**config.mk**
```make
export PLATFORM = sky130hd
export DESIGN_NAME = ising_ring_metropolis_update
export DESIGN_NICKNAME = d
export VERILOG_FILES = /design/src/sv/irm_pkg.sv /design/src/sv/irm_cell.sv /design/src/sv/irm_tree.sv /design/src/sv/ising_ring_metropolis_update.sv
export VERILOG_INCLUDE_DIRS = /design/src /design/src/sv
export SDC_FILE = /design/constraint.sdc
export NUM_CORES = 1
export LEC_CHECK = 0
export BUFFER_PORTS_ARGS = -buffer_cell sky130_fd_sc_hd__clkbuf_2
export CORE_UTILIZATION = 44
export CTS_CLUSTER_SIZE = 30
export DETAILED_ROUTE_END_ITERATION = 6
export SYNTH_ARGS = -nofsm -noshare
export SYNTH_HDL_FRONTEND = slang
export SYNTH_SLANG_ARGS = --single-unit
```
**constraint.sdc**
```tcl
create_clock -name clk_i -period 12.36 [get_ports clk_i]
set_input_delay 0.618 -clock clk_i [delete_from_list [all_inputs] [get_ports clk_i]]
set_output_delay 0.618 -clock clk_i [all_outputs]
set_load 0.005 [all_outputs]
```
**src/sv/ising_ring_metropolis_update_defines.svh**
```systemverilog
// Assertion macros shared by the ring update RTL.
// Included by files that carry concurrent checks; expects clk_i and rst_ni in scope.
`ifndef ISING_RING_METROPOLIS_UPDATE_DEFINES_SVH
`define ISING_RING_METROPOLIS_UPDATE_DEFINES_SVH
`ifndef SYNTH
// check outside reset
`define IRM_ASSERT(label, prop, msg) \
  label: assert property (@(posedge clk_i) disable iff (!rst_ni) prop) else $error(msg);
// check on every edge, reset included
`define IRM_ASSERT_ALWAYS(label, prop, msg) \
  label: assert property (@(posedge clk_i) prop) else $error(msg);
`else
`define IRM_ASSERT(label, prop, msg)
`define IRM_ASSERT_ALWAYS(label, prop, msg)
`endif
`endif

```
**src/sv/irm_pkg.sv**
```systemverilog
// Shared types and constants of the Ising ring Metropolis update block.
// No dependencies; used by irm_cell, irm_tree and the top level.
package irm_pkg;

  localparam int SITE_W = 6;
  localparam int LEN_W  = 7;
  localparam int THR_W  = 16;
  localparam int RAND_W = 16;
  localparam int SUM_W  = 8;
  localparam int APB_AW = 3;
  localparam int APB_DW = 32;

  // item function codes
  localparam logic [1:0] FUNC_UPDATE  = 2'd0;
  localparam logic [1:0] FUNC_LOAD    = 2'd1;
  localparam logic [1:0] FUNC_MEASURE = 2'd2;
  localparam logic [1:0] FUNC_RSVD    = 2'd3;

  // register index, taken from paddr[2]
  localparam logic REG_RING_LENGTH = 1'b0;
  localparam logic REG_ACCEPT_THR  = 1'b1;

  localparam logic [LEN_W-1:0] RING_LENGTH_RST = 7'd64;
  localparam logic [THR_W-1:0] ACCEPT_THR_RST  = 16'd1200;

  typedef struct packed {
    logic [1:0]        func;
    logic [SITE_W-1:0] site;
    logic [RAND_W-1:0] rand_fraction;
    logic              spin_value;
  } in_item_t;

  typedef struct packed {
    logic [1:0]              kind;
    logic                    flipped;
    logic                    error;
    logic                    spin_now;
    logic signed [SUM_W-1:0] magnetization;
    logic signed [SUM_W-1:0] energy;
    logic [SITE_W-1:0]       distance;
    logic signed [SUM_W-1:0] correlation;
    logic                    last;
  } out_item_t;

  // what a pipeline slot carries to the output stage
  typedef enum logic [1:0] {
    SLOT_RESULT,
    SLOT_MAG,
    SLOT_ENERGY,
    SLOT_CORR
  } slot_e;

  typedef struct packed {
    logic              valid;
    slot_e             slot;
    logic [1:0]        kind;
    logic              flipped;
    logic              error;
    logic              spin_now;
    logic [SITE_W-1:0] distance;
    logic              last;
  } tag_t;

  // broadcast from the top level to every cell
  typedef struct packed {
    logic              update;
    logic              load;
    logic              load_val;
    logic              uphill_ok;
    logic [SITE_W-1:0] site;
    logic [LEN_W-1:0]  len;
    logic              shadow_rot;
    logic              shadow_copy;
    logic              shadow_shift;
    logic              count_up;
  } cell_ctl_t;

  // status from one cell
  typedef struct packed {
    logic spin;
    logic shadow;
    logic tap;
    logic tail;
    logic flip;
    logic spin_hit;
  } cell_stat_t;

endpackage

```
**src/sv/irm_cell.sv**
```systemverilog
// One ring site: its spin, a shadow copy that rotates for correlations, local Metropolis rule.
// Depends on irm_pkg.
module irm_cell #(
  parameter int IDX = 0
) (
  input  logic             clk_i,
  input  logic             rst_ni,
  input  irm_pkg::cell_ctl_t ctl_i,
  input  logic             left_spin_i,
  input  logic             right_spin_i,
  input  logic             right_shadow_i,
  input  logic             first_spin_i,
  input  logic             first_shadow_i,
  output irm_pkg::cell_stat_t stat_o
);
  import irm_pkg::*;

  logic spin_q, spin_d;
  logic shadow_q, shadow_d;
  logic is_last, in_use, hit;
  logic right_spin, right_shadow;
  logic uphill, accept, flip;

  // periodic wrap at the active ring length
  assign is_last      = ctl_i.len == LEN_W'(IDX + 1);
  assign in_use       = LEN_W'(IDX) < ctl_i.len;
  assign right_spin   = is_last ? first_spin_i : right_spin_i;
  assign right_shadow = is_last ? first_shadow_i : right_shadow_i;
  assign hit          = ctl_i.site == SITE_W'(IDX);

  // dE = +4 only when both neighbors match this spin
  assign uphill = (spin_q == left_spin_i) && (spin_q == right_spin);
  assign accept = !uphill || ctl_i.uphill_ok;
  assign flip   = ctl_i.update && hit && accept;

  always_comb begin
    spin_d = spin_q;
    if (ctl_i.load && hit) begin
      spin_d = ctl_i.load_val;
    end else if (flip) begin
      spin_d = ~spin_q;
    end
  end

  always_comb begin
    shadow_d = shadow_q;
    if (ctl_i.shadow_rot) begin
      shadow_d = right_spin;
    end else if (ctl_i.shadow_copy) begin
      shadow_d = spin_q;
    end else if (ctl_i.shadow_shift) begin
      shadow_d = right_shadow;
    end
  end

  always_ff @(posedge clk_i or negedge rst_ni) begin
    if (!rst_ni) begin
      spin_q <= 1'b1;
    end else begin
      spin_q <= spin_d;
    end
  end

  always_ff @(posedge clk_i) begin
    shadow_q <= shadow_d;
  end

  // status back to the top
  assign stat_o.spin     = spin_q;
  assign stat_o.shadow   = shadow_q;
  assign stat_o.tap      = in_use && (ctl_i.count_up ? spin_q : (spin_q ~^ shadow_q));
  assign stat_o.tail     = is_last && spin_q;
  assign stat_o.flip     = flip;
  assign stat_o.spin_hit = (ctl_i.update || ctl_i.load) && hit && spin_d;

endmodule

```
**src/sv/irm_tree.sv**
```systemverilog
// Two-level registered population count over the cell taps.
// Depends on irm_pkg only for house style; it uses no shared types or widths from it.
module irm_tree #(
  parameter int N_TAPS = 64
) (
  input  logic                        clk_i,
  input  logic                        adv_i,
  input  logic [N_TAPS-1:0]           taps_i,
  output logic [$clog2(N_TAPS+1)-1:0] count_o
);
  import irm_pkg::*;

  localparam int GRP    = 8;
  localparam int NGRP   = (N_TAPS + GRP - 1) / GRP;
  localparam int PAD_W  = NGRP * GRP;
  localparam int GCNT_W = $clog2(GRP + 1);
  localparam int CNT_W  = $clog2(N_TAPS + 1);

  logic [PAD_W-1:0]  taps_pad;
  logic [GCNT_W-1:0] gcnt_d [NGRP];
  logic [GCNT_W-1:0] gcnt_q [NGRP];
  logic [CNT_W-1:0]  total_d, total_q;

  assign taps_pad = PAD_W'(taps_i);

  // group counts, eight taps each
  always_comb begin
    for (int g = 0; g < NGRP; g++) begin
      gcnt_d[g] = '0;
      for (int b = 0; b < GRP; b++) begin
        gcnt_d[g] = gcnt_d[g] + GCNT_W'(taps_pad[g*GRP+b]);
      end
    end
  end

  always_ff @(posedge clk_i) begin
    if (adv_i) begin
      gcnt_q <= gcnt_d;
    end
  end

  // sum of the group counts
  always_comb begin
    total_d = '0;
    for (int g = 0; g < NGRP; g++) begin
      total_d = total_d + CNT_W'(gcnt_q[g]);
    end
  end

  always_ff @(posedge clk_i) begin
    if (adv_i) begin
      total_q <= total_d;
    end
  end

  assign count_o = total_q;

endmodule

```
**src/sv/ising_ring_metropolis_update.sv**
```systemverilog
// Update, load and error items: one per cycle unless stalled, each result registered in
// p1, p2 and the output stage. Measure: new requests stall while the sequencer runs its
// energy and correlation states; L results stream one per cycle unless stalled, paced by
// the cell shift chain and the two-stage count tree. An output stall freezes the whole
// pipeline. Reset: every spin up, ring_length 64, accept_threshold 1200, pipeline empty.
module ising_ring_metropolis_update #(
  parameter int MAX_SITES = 64,
  parameter int RAND_BITS = 16
) (
  input  logic                       clk_i,
  input  logic                       rst_ni,
  input  logic                       in_valid_i,
  output logic                       in_stall_o,
  input  irm_pkg::in_item_t          in_item_i,
  output logic                       out_valid_o,
  input  logic                       out_stall_i,
  output irm_pkg::out_item_t         out_item_o,
  input  logic                       psel,
  input  logic                       penable,
  input  logic                       pwrite,
  input  logic [irm_pkg::APB_AW-1:0] paddr,
  input  logic [irm_pkg::APB_DW-1:0] pwdata,
  output logic [irm_pkg::APB_DW-1:0] prdata,
  output logic                       pready
);
  import irm_pkg::*;

`include "ising_ring_metropolis_update_defines.svh"

  localparam int CNT_W     = $clog2(MAX_SITES + 1);
  localparam int MASK_BITS = (RAND_BITS < RAND_W) ? RAND_BITS : RAND_W;
  localparam int CMP_W     = 2 * RAND_W + RAND_BITS;
  localparam logic [RAND_W:0] RMASK = (RAND_W+1)'((RAND_W+1)'(1) << MASK_BITS) - 1'b1;

  typedef enum logic [2:0] {
    SEQ_IDLE   = 3'b001,
    SEQ_ENERGY = 3'b010,
    SEQ_CORR   = 3'b100
  } seq_e;

  logic [LEN_W-1:0]  ring_length_q;
  logic [THR_W-1:0]  thr_q;
  logic [LEN_W-1:0]  len;
  seq_e              seq_q, seq_d;
  logic [SITE_W-1:0] dist_q, dist_d;
  logic              adv, in_acc, site_ok, corr_last, uphill_ok;
  logic [RAND_W-1:0] rnd_m;
  logic [CMP_W-1:0]  cmp_r, cmp_t;
  cell_ctl_t         ctl;
  cell_stat_t        stat_w [MAX_SITES];
  logic [MAX_SITES-1:0] taps;
  logic              flip_any, spin_now_any, tail_spin;
  logic [CNT_W-1:0]  tree_cnt;
  tag_t              p0, p1_q, p2_q;
  logic [SUM_W:0]    cnt_x, len_x, dev, neg_dev;
  logic signed [SUM_W-1:0] mag_q, en_q;
  logic              out_valid_q;
  out_item_t         out_item_q, out_item_d;

  // configuration port
  assign pready = 1'b1;

  always_ff @(posedge clk_i or negedge rst_ni) begin
    if (!rst_ni) begin
      ring_length_q <= RING_LENGTH_RST;
      thr_q         <= ACCEPT_THR_RST;
    end else if (psel && penable && pwrite && pready) begin
      if (paddr[2] == REG_RING_LENGTH) begin
        ring_length_q <= pwdata[LEN_W-1:0];
      end else begin
        thr_q <= pwdata[THR_W-1:0];
      end
    end
  end

  assign prdata = (paddr[2] == REG_RING_LENGTH) ? APB_DW'(ring_length_q) : APB_DW'(thr_q);

  // active ring length, clamped
  always_comb begin
    if (ring_length_q < LEN_W'(2)) begin
      len = LEN_W'(2);
    end else if (ring_length_q > LEN_W'(MAX_SITES)) begin
      len = LEN_W'(MAX_SITES);
    end else begin
      len = ring_length_q;
    end
  end

  // handshake
  assign adv        = !(out_valid_q && out_stall_i);
  assign in_stall_o = !((seq_q == SEQ_IDLE) && adv);
  assign in_acc     = in_valid_i && !in_stall_o;
  assign site_ok    = LEN_W'(in_item_i.site) < len;
  assign corr_last  = LEN_W'(dist_q) == (len - LEN_W'(1));

  // exact uphill acceptance: r * 2^16 < t * 2^RAND_BITS
  assign rnd_m     = in_item_i.rand_fraction & RMASK[RAND_W-1:0];
  assign cmp_r     = CMP_W'(rnd_m) << RAND_W;
  assign cmp_t     = CMP_W'(thr_q) << RAND_BITS;
  assign uphill_ok = cmp_r < cmp_t;

  // broadcast to the cells
  always_comb begin
    ctl              = '0;
    ctl.update       = in_acc && (in_item_i.func == FUNC_UPDATE) && site_ok;
    ctl.load         = in_acc && (in_item_i.func == FUNC_LOAD) && site_ok;
    ctl.load_val     = in_item_i.spin_value;
    ctl.uphill_ok    = uphill_ok;
    ctl.site         = in_item_i.site;
    ctl.len          = len;
    ctl.shadow_rot   = in_acc && (in_item_i.func == FUNC_MEASURE);
    ctl.shadow_copy  = (seq_q == SEQ_ENERGY) && adv;
    ctl.shadow_shift = (seq_q == SEQ_CORR) && adv;
    ctl.count_up     = seq_q == SEQ_IDLE;
  end

  // the ring of cells
  for (genvar i = 0; i < MAX_SITES; i++) begin : g_cell
    localparam int NXT = (i + 1) % MAX_SITES;
    localparam int PRV = (i + MAX_SITES - 1) % MAX_SITES;
    logic left_spin;

    assign left_spin = (i == 0) ? tail_spin : stat_w[PRV].spin;

    irm_cell #(
      .IDX(i)
    ) u_cell (
      .clk_i         (clk_i),
      .rst_ni        (rst_ni),
      .ctl_i         (ctl),
      .left_spin_i   (left_spin),
      .right_spin_i  (stat_w[NXT].spin),
      .right_shadow_i(stat_w[NXT].shadow),
      .first_spin_i  (stat_w[0].spin),
      .first_shadow_i(stat_w[0].shadow),
      .stat_o        (stat_w[i])
    );

    assign taps[i] = stat_w[i].tap;
  end

  // gather cell status
  always_comb begin
    flip_any     = 1'b0;
    spin_now_any = 1'b0;
    tail_spin    = 1'b0;
    for (int i = 0; i < MAX_SITES; i++) begin
      flip_any     = flip_any | stat_w[i].flip;
      spin_now_any = spin_now_any | stat_w[i].spin_hit;
      tail_spin    = tail_spin | stat_w[i].tail;
    end
  end

  irm_tree #(
    .N_TAPS(MAX_SITES)
  ) u_tree (
    .clk_i  (clk_i),
    .adv_i  (adv),
    .taps_i (taps),
    .count_o(tree_cnt)
  );

  // measure sequencer
  always_comb begin
    seq_d  = seq_q;
    dist_d = dist_q;
    case (seq_q)
      SEQ_IDLE: begin
        if (in_acc && (in_item_i.func == FUNC_MEASURE)) begin
          seq_d = SEQ_ENERGY;
        end
      end
      SEQ_ENERGY: begin
        if (adv) begin
          seq_d  = SEQ_CORR;
          dist_d = '0;
        end
      end
      SEQ_CORR: begin
        if (adv) begin
          if (corr_last) begin
            seq_d = SEQ_IDLE;
          end else begin
            dist_d = dist_q + 1'b1;
          end
        end
      end
      default: begin
        seq_d = SEQ_IDLE;
      end
    endcase
  end

  always_ff @(posedge clk_i or negedge rst_ni) begin
    if (!rst_ni) begin
      seq_q  <= SEQ_IDLE;
      dist_q <= '0;
    end else begin
      seq_q  <= seq_d;
      dist_q <= dist_d;
    end
  end

  // issue slot tag
  always_comb begin
    p0 = '0;
    case (seq_q)
      SEQ_IDLE: begin
        if (in_acc) begin
          p0.valid = 1'b1;
          p0.kind  = in_item_i.func;
          p0.last  = 1'b1;
          if (in_item_i.func == FUNC_MEASURE) begin
            p0.slot = SLOT_MAG;
          end else begin
            p0.slot     = SLOT_RESULT;
            p0.error    = (in_item_i.func == FUNC_RSVD) || !site_ok;
            p0.flipped  = flip_any;
            p0.spin_now = spin_now_any;
          end
        end
      end
      SEQ_ENERGY: begin
        p0.valid = 1'b1;
        p0.slot  = SLOT_ENERGY;
        p0.kind  = FUNC_MEASURE;
      end
      SEQ_CORR: begin
        p0.valid    = 1'b1;
        p0.slot     = SLOT_CORR;
        p0.kind     = FUNC_MEASURE;
        p0.distance = dist_q;
        p0.last     = corr_last;
      end
      default: begin
        p0 = '0;
      end
    endcase
  end

  // tags follow the count tree
  always_ff @(posedge clk_i or negedge rst_ni) begin
    if (!rst_ni) begin
      p1_q <= '0;
      p2_q <= '0;
    end else if (adv) begin
      p1_q <= p0;
      p2_q <= p1_q;
    end
  end

  // count to signed sum: 2c - L, and L - 2c for the energy
  assign cnt_x   = (SUM_W+1)'(tree_cnt);
  assign len_x   = (SUM_W+1)'(len);
  assign dev     = (cnt_x << 1) - len_x;
  assign neg_dev = len_x - (cnt_x << 1);

  always_comb begin
    out_item_d          = '0;
    out_item_d.kind     = p2_q.kind;
    out_item_d.flipped  = p2_q.flipped;
    out_item_d.error    = p2_q.error;
    out_item_d.spin_now = p2_q.spin_now;
    out_item_d.distance = p2_q.distance;
    out_item_d.last     = p2_q.last;
    if (p2_q.slot == SLOT_CORR) begin
      out_item_d.magnetization = mag_q;
      out_item_d.energy        = en_q;
      out_item_d.correlation   = signed'(dev[SUM_W-1:0]);
    end
  end

  // output stage and measure sums
  always_ff @(posedge clk_i or negedge rst_ni) begin
    if (!rst_ni) begin
      out_valid_q <= 1'b0;
    end else if (adv) begin
      out_valid_q <= p2_q.valid && ((p2_q.slot == SLOT_RESULT) || (p2_q.slot == SLOT_CORR));
    end
  end

  always_ff @(posedge clk_i) begin
    if (adv) begin
      out_item_q <= out_item_d;
      if (p2_q.valid && (p2_q.slot == SLOT_MAG)) begin
        mag_q <= signed'(dev[SUM_W-1:0]);
      end
      if (p2_q.valid && (p2_q.slot == SLOT_ENERGY)) begin
        en_q <= signed'(neg_dev[SUM_W-1:0]);
      end
    end
  end

  assign out_valid_o = out_valid_q;
  assign out_item_o  = out_item_q;

  // checks
  `IRM_ASSERT_ALWAYS(a_busy_stalls, (seq_q != SEQ_IDLE) |-> in_stall_o, "request taken during measure")
  `IRM_ASSERT(a_single_last, out_valid_o && (out_item_o.kind != FUNC_MEASURE) |-> out_item_o.last, "non-measure result without last")
  `IRM_ASSERT(a_err_no_effect, out_valid_o && out_item_o.error |-> !out_item_o.flipped && !out_item_o.spin_now, "error result reports a spin")
  `IRM_ASSERT(a_load_no_flip, out_valid_o && (out_item_o.kind == FUNC_LOAD) |-> !out_item_o.flipped, "load result flagged as flip")
  `IRM_ASSERT(a_issue_src, p0.valid |-> in_acc || (seq_q != SEQ_IDLE), "slot issued without request")

endmodule

```
# == Word level (Yosys, flattened, before mapping) ==
# Cells that the tools add are included.
# Widths: inputs -> output; s select.
# word_totals
register_bits,282
# op_classes
addsub,67
order_cmp,68
n_eq_ne,271
muxes,530
bitwise,319
n_reduce_logical,673
# op_table
op,n
$logic_and 1x1->1,527
$mux 1,512
$eq 7x6->1 const B,32
$lt 6x7->1 const A,32
$add 4x1->4,48
$eq 6x6->1 const B,32
$or 1x1->1,189
$eq 1x1->1,128
$eq 7x5->1 const B,16
$lt 5x7->1 const A,16
$eq 6x5->1 const B,16
$logic_not 1->1,67
$logic_or 1x1->1,67
$not 1->1,66
$xnor 1x1->1,64
$eq 7x4->1 const B,8
$lt 4x7->1 const A,8
$eq 6x4->1 const B,8
$add 7x4->7,6
$lt 32x32->1,1
$eq 7x3->1 const B,4
$lt 3x7->1 const A,4
$eq 6x3->1 const B,4
$mux 6,4
38 further kinds,69

# == Depth between registers and ports, before layout ==
# logic_depth
depth_word,142
ltp_mapped,20
depth_no_buf,16

# == Worst setup path after synthesis ==
# No wires, ideal clock.
# synth_timing
path_kind,input-to-reg
startpoint,in out_stall_i
endpoint,reg g_cell[10].u_cell.shadow_q (enable)
setup_ns,0.571
arrival_ns,5.619
t_required_ns,11.789
path_slack_ns,6.170
cell_stages,4
n_path_buf,2
path_cell_list,and2_1 > clkbuf_1 > buf_1 > o21ai_0
# synth_via
elab_chain_len,6
elab_cells_between_ends,8
classes_between,8 x reduce/logical
# synth_rtl
element,line_no,source
"start, declared",ising_ring_metropolis_update.sv:16,"input logic out_stall_i,"
$logic_and 1x1->1 *,ising_ring_metropolis_update.sv:90,assign adv = !(out_valid_q && out_stall_i);
$logic_not 1->1 *,ising_ring_metropolis_update.sv:90,
$logic_and 1x1->1,ising_ring_metropolis_update.sv:91,assign in_stall_o = !((seq_q == SEQ_IDLE) && adv);
$logic_and 1x1->1,ising_ring_metropolis_update.sv:92,assign in_acc = in_valid_i && !in_stall_o;
$logic_and 1x1->1,ising_ring_metropolis_update.sv:111,ctl.shadow_rot = in_acc && (in_item_i.func == FUNC_MEASURE);
$reduce_bool 3->1 (no source line) *,--,
"end signal, assigned",irm_cell.sv:65,shadow_q <= shadow_d;
"end, declared",irm_cell.sv:19,"logic shadow_q, shadow_d;"
# Mark *: on every way between the ends. The rest lies on a longest branch, timed or not.
# A chain may end at the register's enable or synchronous reset.

# == Worst setup path in the final report ==
# layout_timing
startpoint,reg ring_length_q[2]
endpoint,reg p1_q[7] (netlist name)
# layout_via
elab_chain_len,142
elab_cells_between_ends,1029
classes_between,3 x order compare; 128 x eq/ne; 196 x mux; 126 x bitwise; 576 x reduce/logical
# layout_rtl
element,line_no,source
"start, declared",ising_ring_metropolis_update.sv:41,logic [LEN_W-1:0] ring_length_q;
"start signal, assigned",ising_ring_metropolis_update.sv:69,ring_length_q <= pwdata[LEN_W-1:0];
$gt 7x7->1,ising_ring_metropolis_update.sv:82,end else if (ring_length_q > LEN_W'(MAX_SITES)) begin
$mux 7,ising_ring_metropolis_update.sv:82,
$mux 7 *,ising_ring_metropolis_update.sv:80,if (ring_length_q < LEN_W'(2)) begin
$eq 7x1->1 or $eq 7x2->1 (tied branches),irm_cell.sv:25,assign is_last = ctl_i.len == LEN_W'(IDX + 1);
$logic_and 1x1->1,irm_cell.sv:72,assign stat_o.tail = is_last && spin_q;
$or 1x1->1 (63 in a row),ising_ring_metropolis_update.sv:150,tail_spin = tail_spin | stat_w[i].tail;
$eq 1x1->1,irm_cell.sv:32,assign uphill = (spin_q == left_spin_i) && (spin_q == right_spin);
$logic_and 1x1->1,irm_cell.sv:32,
[... 3 more ...],--,
$mux 1,irm_cell.sv:40,end else if (flip) begin
$mux 1,irm_cell.sv:38,if (ctl_i.load && hit) begin
$logic_and 1x1->1,irm_cell.sv:74,assign stat_o.spin_hit = (ctl_i.update || ctl_i.load) && hit && spin_d;
$or 1x1->1 (62 in a row),ising_ring_metropolis_update.sv:149,spin_now_any = spin_now_any | stat_w[i].spin_hit;
$or 1x1->1 *,ising_ring_metropolis_update.sv:149,
$mux 3 *,ising_ring_metropolis_update.sv:213,if (in_item_i.func == FUNC_MEASURE) begin
$mux 8 *,ising_ring_metropolis_update.sv:209,if (in_acc) begin
$mux 3 *,ising_ring_metropolis_update.sv:207,case (seq_q)
"end signal, assigned",ising_ring_metropolis_update.sv:247,p1_q <= p0;
"end, declared",ising_ring_metropolis_update.sv:54,"tag_t p0, p1_q, p2_q;"
# Marked as above.

==> metrics <==
CP required 12.80 ns; first-pass GRT wire length 156,300 um; Reg2Reg Setup Slack 5.54 ns; Worst Setup Start Kind register; Worst VDD drop 0.5021 mV; pwr dens 196.3 mW/mm2; status finished with violations; cells taking the most area after synthesis edfxtp_1 (19%), dfstp_2 (7.4%), dfrtp_1 (5.8%), mux2i_1 (5.2%), nand2_1 (4.7%); worst slew pin tran 1.239 ns; final hold slack 0.1009 ns; FMAX 146.6 MHz; cells along the critical path buf_4 > or2_2 > o22ai_1 > inv_1 > ha_1 > and2_1 > nand3_1 > o22ai_1 > a221oi_1 > nand4_1 > or4_1 > a2111oi_0 > nand4_1 > a2111oi_0 > buf_4 > nand3_1; Post-CTS Setup Bufs 0; pre-CTS setup slack 5.799 ns; Die Span X 239.1 um; Sw Ratio 0.4409; row count 86; vias 24,397; core area 0.05531 mm2; DRT iter0 DRCs 3,354; cells on worst reg2reg path 16; CP endpoint p1_q[7]$_DFFE_PN0N_; post-synthesis sequential area ratio 0.3202; Seq pwr share 0.295; syn avg cell area 8.404 um2; Post-synth ARST share 0.4504; CTS tree yes; Critical path origin ring_length_q[2]$_DFFE_PN0P_; grt ovf 0; Synth Instances 2,943; unrepaired setup endpoints after global routing false; Slew headroom 0.1710; H-Tree Depth 2; IO Pins 138; Reg2Reg Launch Point ring_length_q[2]$_DFFE_PN0P_; root buf cell clkbuf_16; Hold Buf Count CTS 0; CP Capture Type register; GPL Wtd Cong 1.033; crit path max fanout 22; max-slew violation count 0; 1st-pass router iterations 7; clk_lat worst skew 0.59 ns; Pint 0.002963 W; combinational power share 0.500; fin nets 3,112; most common cell after layout, fill and taps aside nand2_1; CTS max path bufs 3; GRT Overall Usage 0.3755; CP top delay family compound AO/OA/AOI/OAI gates; library cells used by synthesis 93; final setup violation count 0; Fin. Hold Viols 0; most frequent cells in the layout nand2_1 (312), nor2_1 (265), a21oi_1 (179); vias per cell 6.612; CP max stage cell a2111oi_0; Final Skew 0.03034 ns; initial antenna violation count 2; Tmin final 6.819 ns; CP bufs+invs 3; number of synthesized flops with an enable pin 155; number of global-route vias before repair 23,063; IO Port Bufs 102; DR WL/cell 29.38 um; Starting Density 0.4472; reg2reg end p1_q[7]$_DFFE_PN0N_; final worst setup slack 5.541 ns; Routed WL 108,400 um; failing checks design-rule violations; PostCTS Resize Cnt 0; Synth Warn # 0; Psw 0.002336 W; TritonCTS buffer count 37; Hold Crit Class input pin to async pin; Worst Setup Path Type register to register; share of the synthesized area in the top cell type 0.1882; clock share of power 0.205; antenna viol nets, final 0; clock slew at reported path FFs 0.07 ns; biggest area consumer among synthesized cells edfxtp_1; largest net degree at the start of global routing 73; leakage power 10.64 nW; CTS Sinks 282; mapped cell area 0.02473 mm2; detailed placement HPWL 78,760 um; die area 0.05716 mm2; Fin Setup TNS 0 ns; Yosys reg bits 282; CP Depth 16; maximum capacitance violations 0; layout cell share with drive strength beyond 1 0.1455; Critical Path AT 7.26 ns; Top FF cell, synth edfxtp_1; DRC Markers 5; Layout area overhead 9.146%; Die Ht 239.1 um; Tcrit/Tclk final 0.5517; Critical Path Max Stage Delay 0.63 ns
worst min path at each step:
stage / slack [ns] / to / cells after the start / startpoint
floorplan: 0.32 / dist_q[0]$_DFFE_PN0P_ / 0 / rst_ni
global placement: 0.43 / out_item_o[13]$_DFFE_PN_ / 0 / out_item_d[13]$_DFFE_PN0N_
detailed placement: 0.44 / out_item_o[10]$_DFFE_PN_ / 0 / out_item_d[10]$_DFFE_PN0N_
CTS: 0.11 / p1_q[7]$_DFFE_PN0N_ / 1 / rst_ni
global route: 0.14 / p1_q[7]$_DFFE_PN0N_ / 1 / rst_ni
finish: 0.10 / p1_q[7]$_DFFE_PN0N_ / 1 / rst_ni
logic make-up after synthesis:
logic type | synth area share
and+or+nand+nor | 0.2116
AOI/OAI and AO/OA | 0.2009
buffers and inverters | 0.06632
DFF | 0.3202
muxes | 0.08049
adders and majority gates | 0.08337
xor gates and xnor gates | 0.03683
other | 0.0003036
metrics by stage:
stage | power [W] | util | cells | instance area, um2
detailed placement | 0.004188 | 0.4669 | 3621 | 25830
floorplan | 0.003277 | - | 2958 | 24790
global placement | 0.004087 | 0.4669 | 3621 | 25830
CTS | 0.005288 | 0.4880 | 3689 | 26990
finish | 0.005299 | 0.4881 | 3690 | 26990
global route | 0.005645 | 0.4881 | 3690 | 26990
power groups by stage:
| stage | combinational, W | clock [W] | sequential [W] |
|---|---|---|---|
| final | 0.00265 | 0.00108 | 0.00157 |
| after CTS | 0.00263 | 0.00110 | 0.00156 |
| after global routing | 0.00293 | 0.00113 | 0.00158 |
| after detailed placement | 0.00261 | 0 | 0.00157 |
| after floorplan | 0.00184 | 0 | 0.00144 |
| after global placement | 0.00252 | 0 | 0.00157 |
routing by layer:
layer | vias up | GRT usage | routed length [um]
met5 | - | 0.002597 | 13
met4 | 2 | 0.2449 | 8444
met3 | 393 | 0.08406 | 12310
met2 | 1697 | 0.5521 | 45520
met1 | 11709 | 0.4943 | 42120
li1 | 10596 | - | -
worst register-to-register path: stages, from the launching register on:
cell,delay [ns]
dfrtp_1,0.57
buf_4,0.34
or2_2,0.46
o22ai_1,0.52
inv_1,0.53
ha_1,0.56
and2_1,0.41
nand3_1,0.23
o22ai_1,0.16
a221oi_1,0.47
nand4_1,0.20
or4_1,0.56
a2111oi_0,0.63
nand4_1,0.15
a2111oi_0,0.56
buf_4,0.25
nand3_1,0.11
Yosys cell counts, drive strengths merged, types with 21 or more instances:
master	n
nand2	312
nor2	266
clkbuf	205
a21oi	179
o21ai	178
edfxtp	155
inv	140
mux2i	128
nand3	105
ha	80
nor3	76
xnor2	73
dfstp	70
mux2	61
buf	60
dfrtp	57
fa	53
and2	52
a31oi	44
a211oi	42
or3	41
o211ai	40
and3	34
o221ai	33
a22oi	31
xor2	31
nand4	29
nor2b	28
or2	24
nor4	21
registers in the layout (all words and copies together) (netlist names), 6 cells and up:
name and count:
dist_q 6, en_q 8, g_cell.u_cell.shadow_q 64, g_cell.u_cell.spin_q 64, mag_q 8, out_item_d 12, out_item_o 36, p1_q 15
ring_length_q 7, thr_q 16, u_tree.count_o 7, u_tree.gcnt_q 32
cell type report:
type	instances	area, um2
clock buffers	57	1031
clock inverters	11	135.1
well taps	748	935.9
repair buffers	180	1102
flip-flops and latches	282	7920
fillers	5449	28310
inverters	144	543.0
diodes	1	2.502
multi-input cells	2267	15320
(Power assumes the default switching activity.)
